===== src/hw/rtl/ptc_pkg.sv =====
// ----------------------------------------------------------------------------
// ptc_pkg: shared types and calendar tables
// Controller states, command/status structs, Gregorian month tables.
// ----------------------------------------------------------------------------
`default_nettype none
package ptc_pkg;

	localparam int BCD_DIGITS = 13;
	localparam int STAMP_IN_W = 40;
	localparam int STAMP_OUT_W = 37;

	typedef enum logic [8:0] {
		ST_IDLE  = 9'b000000001,
		ST_BCD   = 9'b000000010,
		ST_CHECK = 9'b000000100,
		ST_DIV   = 9'b000001000,
		ST_ADDQ  = 9'b000010000,
		ST_YEAR  = 9'b000100000,
		ST_PK1   = 9'b001000000,
		ST_PK2   = 9'b010000000,
		ST_DONE  = 9'b100000000
	} state_t;

	typedef struct packed {
		logic load;
		logic bcd;
		logic check;
		logic div;
		logic addq;
		logic year;
		logic pk1;
		logic pk2;
		logic fin;
	} cmd_t;

	typedef struct packed {
		logic act;
		logic year_done;
	} status_t;

	function automatic logic [4:0] month_len(input logic lp, input logic [3:0] mo);
		logic [4:0] r;
		case (mo)
			4'd2:                      r = lp ? 5'd29 : 5'd28;
			4'd4, 4'd6, 4'd9, 4'd11:   r = 5'd30;
			default:                   r = 5'd31;
		endcase
		return r;
	endfunction

	// days before the first of month mo
	function automatic logic [8:0] cum_days(input logic lp, input logic [3:0] mo);
		logic [8:0] r;
		case (mo)
			4'd1:    r = 9'd0;
			4'd2:    r = 9'd31;
			4'd3:    r = 9'd59;
			4'd4:    r = 9'd90;
			4'd5:    r = 9'd120;
			4'd6:    r = 9'd151;
			4'd7:    r = 9'd181;
			4'd8:    r = 9'd212;
			4'd9:    r = 9'd243;
			4'd10:   r = 9'd273;
			4'd11:   r = 9'd304;
			4'd12:   r = 9'd334;
			default: r = 9'd0;
		endcase
		if (lp && mo > 4'd2) begin
			r = r + 9'd1;
		end
		return r;
	endfunction

endpackage
`default_nettype wire


===== src/hw/rtl/ptc_ctrl.sv =====
// ----------------------------------------------------------------------------
// ptc_ctrl: sequencing controller
// Steps one transaction through digit split, check, divide and year carry (hour additions only), pack.
// ----------------------------------------------------------------------------
`default_nettype none
module ptc_ctrl #(
	parameter int HOUR_BITS = 16
) (
	input  wire               clk,
	input  wire               arst_n,
	input  wire               start,
	output logic              busy,
	output logic              done,
	input  ptc_pkg::status_t  sts,
	output ptc_pkg::cmd_t     cmd
);
	import ptc_pkg::*;

	localparam int BCD_STEPS = STAMP_IN_W / 2;
	// one byte of the hour total per divide step
	localparam int DIV_STEPS = (HOUR_BITS + 8) / 8;
	localparam int MAX_STEPS = (DIV_STEPS > BCD_STEPS) ? DIV_STEPS : BCD_STEPS;
	localparam int CNT_W = $clog2(MAX_STEPS + 1);

	state_t state_q, state_d;
	logic [CNT_W-1:0] cnt_q;

	always_comb begin
		state_d = state_q;
		cmd = '0;
		case (state_q)
			ST_IDLE: begin
				if (start) begin
					cmd.load = 1'b1;
					state_d = ST_BCD;
				end
			end
			ST_BCD: begin
				cmd.bcd = 1'b1;
				if (cnt_q == CNT_W'(BCD_STEPS - 1)) state_d = ST_CHECK;
			end
			ST_CHECK: begin
				cmd.check = 1'b1;
				state_d = ST_DIV;
			end
			ST_DIV: begin
				if (!sts.act) begin
					state_d = ST_PK1;
				end else begin
					cmd.div = 1'b1;
					if (cnt_q == CNT_W'(DIV_STEPS - 1)) state_d = ST_ADDQ;
				end
			end
			ST_ADDQ: begin
				cmd.addq = 1'b1;
				state_d = ST_YEAR;
			end
			ST_YEAR: begin
				cmd.year = 1'b1;
				if (sts.year_done) state_d = ST_PK1;
			end
			ST_PK1: begin
				cmd.pk1 = 1'b1;
				state_d = ST_PK2;
			end
			ST_PK2: begin
				cmd.pk2 = 1'b1;
				cmd.fin = 1'b1;
				state_d = ST_DONE;
			end
			ST_DONE: begin
				state_d = ST_IDLE;
			end
			default: state_d = ST_IDLE;
		endcase
	end

	always_ff @(posedge clk or negedge arst_n) begin
		if (!arst_n) begin
			state_q <= ST_IDLE;
			cnt_q <= '0;
		end else begin
			state_q <= state_d;
			if (state_d != state_q) cnt_q <= '0;
			else cnt_q <= cnt_q + CNT_W'(1);
		end
	end

	assign busy = (state_q != ST_IDLE);
	assign done = (state_q == ST_DONE);

	a_onehot: assert property (@(posedge clk) disable iff (!arst_n) $onehot(state_q))
		else $error("state not one-hot");
	a_done_pulse: assert property (@(posedge clk) disable iff (!arst_n) done |=> !done)
		else $error("result strobe longer than one cycle");
	a_start_busy: assert property (@(posedge clk) disable iff (!arst_n)
		(start && !busy) |=> busy)
		else $error("accepted transaction did not raise busy");
	a_fin_done: assert property (@(posedge clk) disable iff (!arst_n) cmd.fin |=> done)
		else $error("result not strobed after final pack");

endmodule
`default_nettype wire


===== src/hw/rtl/ptc_dp.sv =====
// ----------------------------------------------------------------------------
// ptc_dp: calendar datapath
// Double-dabble digit split, field check, bytewise /24, year carry, packing.
// ----------------------------------------------------------------------------
`default_nettype none
module ptc_dp #(
	parameter int HOUR_BITS = 16
) (
	input  wire                                clk,
	input  wire                                arst_n,
	input  ptc_pkg::cmd_t                      cmd,
	output ptc_pkg::status_t                   sts,
	input  wire                                action,
	input  wire [ptc_pkg::STAMP_IN_W-1:0]      stamp_in,
	input  wire [HOUR_BITS-1:0]                hour_offset,
	output logic                               valid_res,
	output logic [ptc_pkg::STAMP_OUT_W-1:0]    stamp_out
);
	import ptc_pkg::*;

	localparam int DSTEPS = (HOUR_BITS + 8) / 8;
	localparam int TB = 8 * DSTEPS;
	localparam int BW = 4 * BCD_DIGITS;
	localparam int SW = TB + 24;

	logic            act_q;
	logic [STAMP_IN_W-1:0] sh_q;
	logic [BW-1:0]   bcd_q;
	logic [HOUR_BITS-1:0] hrs_q;
	logic            ok_q;
	logic [13:0]     y_q;
	logic [6:0]      m100_q;
	logic [8:0]      m400_q;
	logic [22:0]     ddd_q;
	logic [4:0]      h_q;
	logic [5:0]      min_q;
	logic [TB-1:0]   tot_q;
	logic [TB-1:0]   quot_q;
	logic [4:0]      rem_q;
	logic [36:0]     acc_q;

	// one double-dabble bit: add 3 to digits >= 5, then shift
	function automatic logic [BW+STAMP_IN_W-1:0] dd_step(input logic [BW+STAMP_IN_W-1:0] x);
		logic [BW+STAMP_IN_W-1:0] t;
		t = x;
		for (int i = 0; i < BCD_DIGITS; i++) begin
			if (t[STAMP_IN_W+4*i +: 4] >= 4'd5)
				t[STAMP_IN_W+4*i +: 4] = t[STAMP_IN_W+4*i +: 4] + 4'd3;
		end
		return {t[BW+STAMP_IN_W-2:0], 1'b0};
	endfunction

	logic [BW+STAMP_IN_W-1:0] dd1, dd2;
	assign dd1 = dd_step({bcd_q, sh_q});
	assign dd2 = dd_step(dd1);

	function automatic logic [3:0] dg(input logic [BW-1:0] b, input int i);
		return b[4*i +: 4];
	endfunction

	// field decode, layout chosen by action
	logic [3:0]  yd3, yd2, yd1, yd0;
	logic        hi_zero;
	logic [13:0] ybin;
	logic [6:0]  cen, mod100, hh, mi, dd, mo;
	logic [8:0]  mod400;
	logic [9:0]  d3;
	logic        lp, in_ok;
	logic [8:0]  ddd_chk;

	always_comb begin
		if (act_q) begin
			{yd3, yd2, yd1, yd0} = {dg(bcd_q, 10), dg(bcd_q, 9), dg(bcd_q, 8), dg(bcd_q, 7)};
			hi_zero = (dg(bcd_q, 12) == 4'd0) && (dg(bcd_q, 11) == 4'd0);
		end else begin
			{yd3, yd2, yd1, yd0} = {dg(bcd_q, 11), dg(bcd_q, 10), dg(bcd_q, 9), dg(bcd_q, 8)};
			hi_zero = (dg(bcd_q, 12) == 4'd0);
		end
		ybin = 14'(yd3 * 10'd1000) + 14'(yd2 * 7'd100) + 14'(yd1 * 4'd10) + 14'(yd0);
		cen = 7'(yd3 * 4'd10) + 7'(yd2);
		mod100 = 7'(yd1 * 4'd10) + 7'(yd0);
		mod400 = 9'(cen[1:0] * 7'd100) + 9'(mod100);
		lp = (ybin[1:0] == 2'd0) && (mod100 != 7'd0 || mod400 == 9'd0);
		mi = 7'(dg(bcd_q, 1) * 4'd10) + 7'(dg(bcd_q, 0));
		hh = 7'(dg(bcd_q, 3) * 4'd10) + 7'(dg(bcd_q, 2));
		dd = 7'(dg(bcd_q, 5) * 4'd10) + 7'(dg(bcd_q, 4));
		mo = 7'(dg(bcd_q, 7) * 4'd10) + 7'(dg(bcd_q, 6));
		d3 = 10'(dg(bcd_q, 6) * 7'd100) + 10'(dd);
		in_ok = hi_zero && ybin >= 14'd1900 && hh <= 7'd23 && mi <= 7'd59;
		if (act_q) begin
			in_ok = in_ok && d3 >= 10'd1 && d3 <= (lp ? 10'd366 : 10'd365);
			ddd_chk = d3[8:0];
		end else begin
			in_ok = in_ok && mo >= 7'd1 && mo <= 7'd12 && dd >= 7'd1
				&& dd <= 7'(month_len(lp, mo[3:0]));
			ddd_chk = cum_days(lp, mo[3:0]) + 9'(dd);
		end
	end

	// division by 24, one byte per step: n/24 = (n/8)/3, and
	// (k * 683) >> 11 equals k/3 for k below 2048
	logic [12:0] dnum;
	logic [9:0]  dn3;
	logic [19:0] dprod;
	logic [7:0]  qbyte;
	logic [12:0] qx24;
	assign dnum = {rem_q, tot_q[TB-1 -: 8]};
	assign dn3 = dnum[12:3];
	assign dprod = 20'(dn3) * 20'd683;
	assign qbyte = 8'(dprod >> 11);
	assign qx24 = 13'({qbyte, 4'b0000}) + 13'({qbyte, 3'b000});

	logic [SW-1:0] dsum;
	assign dsum = SW'(ddd_q) + SW'(quot_q);

	logic        ylp;
	logic [8:0]  ylen;
	assign ylp = (y_q[1:0] == 2'd0) && (m100_q != 7'd0 || m400_q == 9'd0);
	assign ylen = ylp ? 9'd366 : 9'd365;
	assign sts.act = act_q;
	assign sts.year_done = !ok_q || (ddd_q <= 23'(ylen));

	always_ff @(posedge clk or negedge arst_n) begin
		if (!arst_n) begin
			valid_res <= 1'b0;
			ok_q <= 1'b0;
		end else begin
			if (cmd.check) ok_q <= in_ok;
			if (cmd.addq && dsum[SW-1:23] != '0) ok_q <= 1'b0;
			if (cmd.year && !sts.year_done && y_q == 14'd9999) ok_q <= 1'b0;
			if (cmd.fin) valid_res <= ok_q;
		end
	end

	always_ff @(posedge clk) begin
		if (cmd.load) begin
			act_q <= action;
			sh_q <= stamp_in;
			bcd_q <= '0;
			hrs_q <= hour_offset;
		end
		if (cmd.bcd) begin
			{bcd_q, sh_q} <= dd2;
		end
		if (cmd.check) begin
			y_q <= ybin;
			m100_q <= mod100;
			m400_q <= mod400;
			ddd_q <= 23'(ddd_chk);
			h_q <= hh[4:0];
			min_q <= mi[5:0];
			tot_q <= TB'(hh[4:0]) + TB'(hrs_q);
			quot_q <= '0;
			rem_q <= '0;
		end
		if (cmd.div) begin
			rem_q <= 5'(dnum - qx24);
			quot_q <= (quot_q << 8) | TB'(qbyte);
			tot_q <= tot_q << 8;
		end
		if (cmd.addq) begin
			ddd_q <= dsum[22:0];
			h_q <= rem_q;
		end
		if (cmd.year && !sts.year_done) begin
			ddd_q <= ddd_q - 23'(ylen);
			y_q <= y_q + 14'd1;
			m100_q <= (m100_q == 7'd99) ? 7'd0 : m100_q + 7'd1;
			m400_q <= (m400_q == 9'd399) ? 9'd0 : m400_q + 9'd1;
		end
		if (cmd.pk1) begin
			acc_q <= 37'(y_q * 24'd10000000);
		end
		if (cmd.pk2) begin
			acc_q <= acc_q + 37'(ddd_q[8:0] * 14'd10000);
		end
		if (cmd.fin) begin
			stamp_out <= ok_q ? acc_q + 37'(ddd_q[8:0] * 14'd10000)
				+ 37'(h_q * 7'd100) + 37'(min_q) : '0;
		end
	end

	a_zero_invalid: assert property (@(posedge clk) disable iff (!arst_n)
		cmd.fin |=> (valid_res || stamp_out == '0))
		else $error("invalid result carries nonzero stamp");
	a_year_bound: assert property (@(posedge clk) disable iff (!arst_n)
		(cmd.year && ok_q) |-> (y_q <= 14'd9999))
		else $error("year past range while still valid");
	a_rem_range: assert property (@(posedge clk) disable iff (!arst_n)
		cmd.div |=> (rem_q < 5'd24))
		else $error("divide remainder out of range");

endmodule
`default_nettype wire


===== src/hw/rtl/packed_timestamp_calendar_unit.sv =====
// ----------------------------------------------------------------------------
// packed_timestamp_calendar_unit: decimal-packed calendar check and convert
// Validates yyyymmddhhmm / yyyydddhhmm stamps, converts to day of year and
// adds hour offsets with day and year carry.
// ----------------------------------------------------------------------------
//  channel | ports                               | handshake
//  input   | action, stamp_in, hour_offset       | start & !busy
//  result  | valid_res, stamp_out                | done, one cycle
//
//  Action 0: 20 digit-split steps, field check, then packing and the done strobe.
//  Action 1 adds D = (HOUR_BITS + 8) / 8 byte steps of the /24 (3 at the
//  default) and carries one year per cycle until the day fits the year.
//  busy stays high until the done cycle ends; the next transaction may be
//  accepted the cycle after done. Reset is asynchronous and returns to idle.
// ----------------------------------------------------------------------------
`default_nettype none
module packed_timestamp_calendar_unit #(
	parameter int HOUR_BITS = 16
) (
	input  wire                                clk,
	input  wire                                arst_n,
	input  wire                                start,
	output logic                               busy,
	input  wire                                action,
	input  wire [ptc_pkg::STAMP_IN_W-1:0]      stamp_in,
	input  wire [HOUR_BITS-1:0]                hour_offset,
	output logic                               done,
	output logic                               valid_res,
	output logic [ptc_pkg::STAMP_OUT_W-1:0]    stamp_out
);
	import ptc_pkg::*;

	cmd_t    cmd;
	status_t sts;

	ptc_ctrl #(.HOUR_BITS(HOUR_BITS)) u_ctrl (
		.clk    (clk),
		.arst_n (arst_n),
		.start  (start),
		.busy   (busy),
		.done   (done),
		.sts    (sts),
		.cmd    (cmd)
	);

	ptc_dp #(.HOUR_BITS(HOUR_BITS)) u_dp (
		.clk         (clk),
		.arst_n      (arst_n),
		.cmd         (cmd),
		.sts         (sts),
		.action      (action),
		.stamp_in    (stamp_in),
		.hour_offset (hour_offset),
		.valid_res   (valid_res),
		.stamp_out   (stamp_out)
	);

endmodule
`default_nettype wire


===== config.mk =====
export PLATFORM = sky130hd
export DESIGN_NAME = packed_timestamp_calendar_unit
export DESIGN_NICKNAME = d
export VERILOG_FILES = /design/src/hw/rtl/ptc_pkg.sv /design/src/hw/rtl/ptc_ctrl.sv /design/src/hw/rtl/ptc_dp.sv /design/src/hw/rtl/packed_timestamp_calendar_unit.sv
export SDC_FILE = /design/constraint.sdc
export NUM_CORES = 1
export LEC_CHECK = 0
export BUFFER_PORTS_ARGS = -buffer_cell sky130_fd_sc_hd__buf_2
export CAP_MARGIN = 30
export CELL_PAD_IN_SITES_DETAIL_PLACEMENT = 1
export CELL_PAD_IN_SITES_GLOBAL_PLACEMENT = 1
export CORE_MARGIN = 10
export CORE_UTILIZATION = 46
export CTS_CLUSTER_SIZE = 40
export DETAILED_ROUTE_END_ITERATION = 6
export GPL_TIMING_DRIVEN = 0
export PLACE_DENSITY = 0.74
export SYNTH_ARGS = -nofsm -noshare
export SYNTH_HDL_FRONTEND = slang
export SYNTH_HIERARCHICAL = 1
export SYNTH_SLANG_ARGS = --single-unit

===== constraint.sdc =====
create_clock -name clk -period 7.4 [get_ports clk]
set_input_delay 1.48 -clock clk [delete_from_list [all_inputs] [get_ports clk]]
set_output_delay 1.48 -clock clk [all_outputs]
set_load 0.01 [all_outputs]

==> results.py <==
metrics = {
    "final_layout": {
        "final_area_um2": 35000,
        "drive_above_1_share_pct": 9.91,
        "nets": 4056,
        "diodes": 0,
        "instances_no_fill": 4265,
        "syn_to_final_growth_pct": 11.7,
    },
    "synth": {
        "netlist_area_um2": 31300,
        "synth_warnings": 6,
        "netlist_instances": 3178,
        "synth_enable_flop_cells": 286,
        "avgSynthCellArea_um2": 9.85,
        "synth_common_cells": "506 x ha_1, 374 x inv_1, 286 x edfxtp_1",
        "synth-seq-area-share_pct": 29.3,
        "ys_ff_latch": 312,
        "synthMostInstantiatedCell": "ha_1",
        "synth-main-ff-cell": "edfxtp_1",
        "synth_area_leaders": "edfxtp_1 27%, ha_1 20%, fa_1 8.2%",
        "yosysTopAreaCell": "edfxtp_1",
        "synth_top_area_share_pct": 27.4,
        "async_flop_share_pct": 5.13,
        "yosysUniqueCellTypes": 99,
        "postSynthNetCount": 3872,
    },
    "clock_network": {
        "hold_buffers": 0,
        "max-clock-path-buffers": 3,
        "clkTransAtPathRegs_ns": 0.06,
        "htreeDepth": 2,
        "cts_root_buf": "clkbuf_16",
        "clk_latency_ns": 0.63,
        "clkSinkCount": 312,
        "cts_tree": "done",
        "cts_made_buffers": 42,
    },
    "power_and_ir_drop": {
        "p_per_area_nw_per_um2": 468,
        "power_mw": 16.4,
        "leakagePower_nw": 15.7,
        "peakVddDrop_v": 0.000526,
    },
    "global_routing": {
        "grt_pass1_wl_um": 138000,
        "antenna_found_initial": 2,
        "groute.usage.overall_pct": 21.6,
        "grt_pass1_vias": 26300,
        "grt_max_degree": 52,
        "grt_overflow": 0,
    },
    "sta": {
        "fin_ws_ns": 0.159,
        "holdWs_ns": 0.497,
        "period_minus_slack_ns": 7.24,
        "finalSetupViolCount": 0,
        "drv_slew": 0,
        "hold_viol": 0,
        "fin_crit_sh_pct": 97.9,
        "relSlewSlack_pct": 38.1,
        "tightest_slew_ns": 0.927,
        "fmax_mhz": 138,
        "skew_ns": 0.0482,
    },
    "worst_setup_path": {
        "path_delay_family": "simple AND/OR/NAND/NOR gates",
        "cp_slowest_cell": "or4_4",
        "required_ns": 7.86,
        "endpoint_kind": "flip-flop",
        "critPathMaxFanout": 6,
        "cp_num_buf_inv": 3,
        "arrival_ns": 7.70,
        "crit_type": "flip-flop to flip-flop",
        "start_kind": "flip-flop",
        "slowest_delay_ns": 0.62,
        "path_cells": "buf_4 -> fa_1 -> ha_1 -> ha_1 -> fa_1 -> buf_4 -> fa_2 -> a21o_1 -> a21oi_2 -> o21bai_1 -> a21oi_2 -> buf_4 -> xnor2_1 -> ha_1 -> a211o_1 -> or2_2 -> a2111oi_4 -> nor2_4 -> xor2_4 -> nand3_1 -> or4_4 -> or4b_4 -> or4_1 -> a21oi_2",
    },
    "placed_design": {
        "globalplace.congestion": 0.893,
        "place_area_um2": 33100,
        "io_buffer_count": 99,
        "pre_cts_slack_ns": -1.74,
        "dp_cells": 4158,
        "place_hpwl_um": 68600,
    },
    "floorplan": {
        "die_h_um": 281,
        "initial_utilization_pct": 46.5,
        "top_level_ports": 100,
        "dieArea_um2": 78900,
        "core_um2": 67300,
        "placementRows": 95,
        "die_w_um": 281,
    },
    "detailed_routing": {
        "ant_nets": 0,
        "routedWlPerCell_um": 20.3,
        "drt_iter0_markers": 1009,
        "first_pass_iters": 5,
        "post-route-drc-count": 0,
        "viasPerCell": 5.64,
        "routed_wl_um": 86600,
        "vias": 24100,
    },
    "run_status": {
        "status": "finished, final reports clean",
    },
    "job": {
        "max_cap_violations": 0,
    },
    "hold_path": {
        "holdCritPathClass": "flip-flop to flip-flop",
    },
}
==> placed cells by master (no fill, tap or decap), types with 11 or more instances in the layout <==
master	instances
nand2_1	174
a21oi_1	189
nand3_1	55
nor3_1	49
clkbuf_1	63
or2_2	15
nor2_1	158
a21boi_0	13
nand4_1	13
ha_1	500
and2_1	85
mux2_2	14
a21oi_2	11
o22ai_1	12
inv_1	372
or3_1	13
clkbuf_16	42
and3_1	23
buf_4	40
nor2b_1	47
xor2_1	86
a211oi_1	17
a31oi_1	19
edfxtp_1	286
o21a_1	29
fa_1	126
a31o_2	11
a22o_1	37
buf_2	106
dfrtp_1	15
mux2i_1	48
a21o_1	59
xnor2_1	177
o21ai_0	138
nor3b_1	35
nand2b_1	39
o21bai_1	19
o31ai_1	17
nor4_1	13
nand3b_1	17
==> worst paths after layout <==
check,startpoint,to,slack [ns],cells after the start
worst min register to register,u_dp/tot_q[6],u_dp/tot_q[6],0.50,2
max in group asynchronous,arst_n,u_dp/valid_res,6.23,1
min in group asynchronous,arst_n,u_ctrl/state_q[4],0.81,1
worst min-delay path,u_dp/tot_q[6],u_dp/tot_q[6],0.50,2
worst max register to register,u_dp/ddd_q[1],u_dp/stamp_out[36],0.16,24
worst max-delay path,u_dp/ddd_q[1],u_dp/stamp_out[36],0.16,24
==> through the flow <==
| stage | util, % | setup TNS (ns) |
|---|---|---|
| finish | 52.0 | 0 |
| global route | 52.0 | -0.0594 |
| CTS | 51.4 | 0 |
| detailed placement | 49.2 | -14.84 |
| global placement | 48.9 | -10.03 |
| floorplan | - | 0 |
==> power breakdown <==
part           internal (mW)  switching [mW]
registers               2.66           0.266
clock network           1.07           0.861
logic                   4.88            6.61
==> metal layers <==
layer	vias up	wire (um)	track usage (%)
met3	150	3390	3.62
met1	12000	37100	26.1
met4	4	2630	6.42
li1	11600	-	-
met2	361	43400	38.8
met5	-	26	0
==> registers in the layout, summed over array words and instances (netlist names) <==
register and flops:
u_dp/ddd_q 23, u_dp/m400_q 9, u_dp/act_q 1, u_dp/y_q 14, u_dp/quot_q 24, u_ctrl/cnt_q 5
u_dp/stamp_out 37, u_dp/m100_q 7, u_dp/acc_q 33, u_dp/rem_q 5, u_dp/h_q 5, u_dp/tot_q 24
u_dp/valid_res 1, u_dp/min_q 6, u_ctrl/state_q 9, u_dp/ok_q 1, u_dp/bcd_q 52, u_dp/sh_q 40
u_dp/hrs_q 16
==> worst min-delay path: cells and delay by family, from the launching register on <==
| family | cells | cell delay (ns) |
|---|---|---|
| flops | 1 | 0.31 |
| simple gates | 1 | 0.09 |
| compound gates | 1 | 0.05 |
==> what timing repair did <==
item                       in CTS  in global routing
resized for setup              28                 39
setup endpoints to repair      24                 15
pin swaps                       5                 21
buffers inserted               18                 18
hold endpoints to repair        0                  0
==> cell families after synthesis <==
logic type,share of synthesized area [%]
AOI/OAI and AO/OA,13.6
xor gates and xnor gates,7.52
adders and majority gates,28.4
buffers and inverters,5.52
DFF,29.3
muxes,2.21
and+or+nand+nor,13.4
==> cell type report <==
cell class	count	area, um^2
multi-input cells	2414	20700
inverters	374	1410
repair buffers	145	948
well taps	873	1090
plain buffers	73	328
fillers	7510	32300
flip-flops and latches	312	9190
clock buffers	55	1110
clock inverters	19	175
Power figures use the tool's default switching activity.
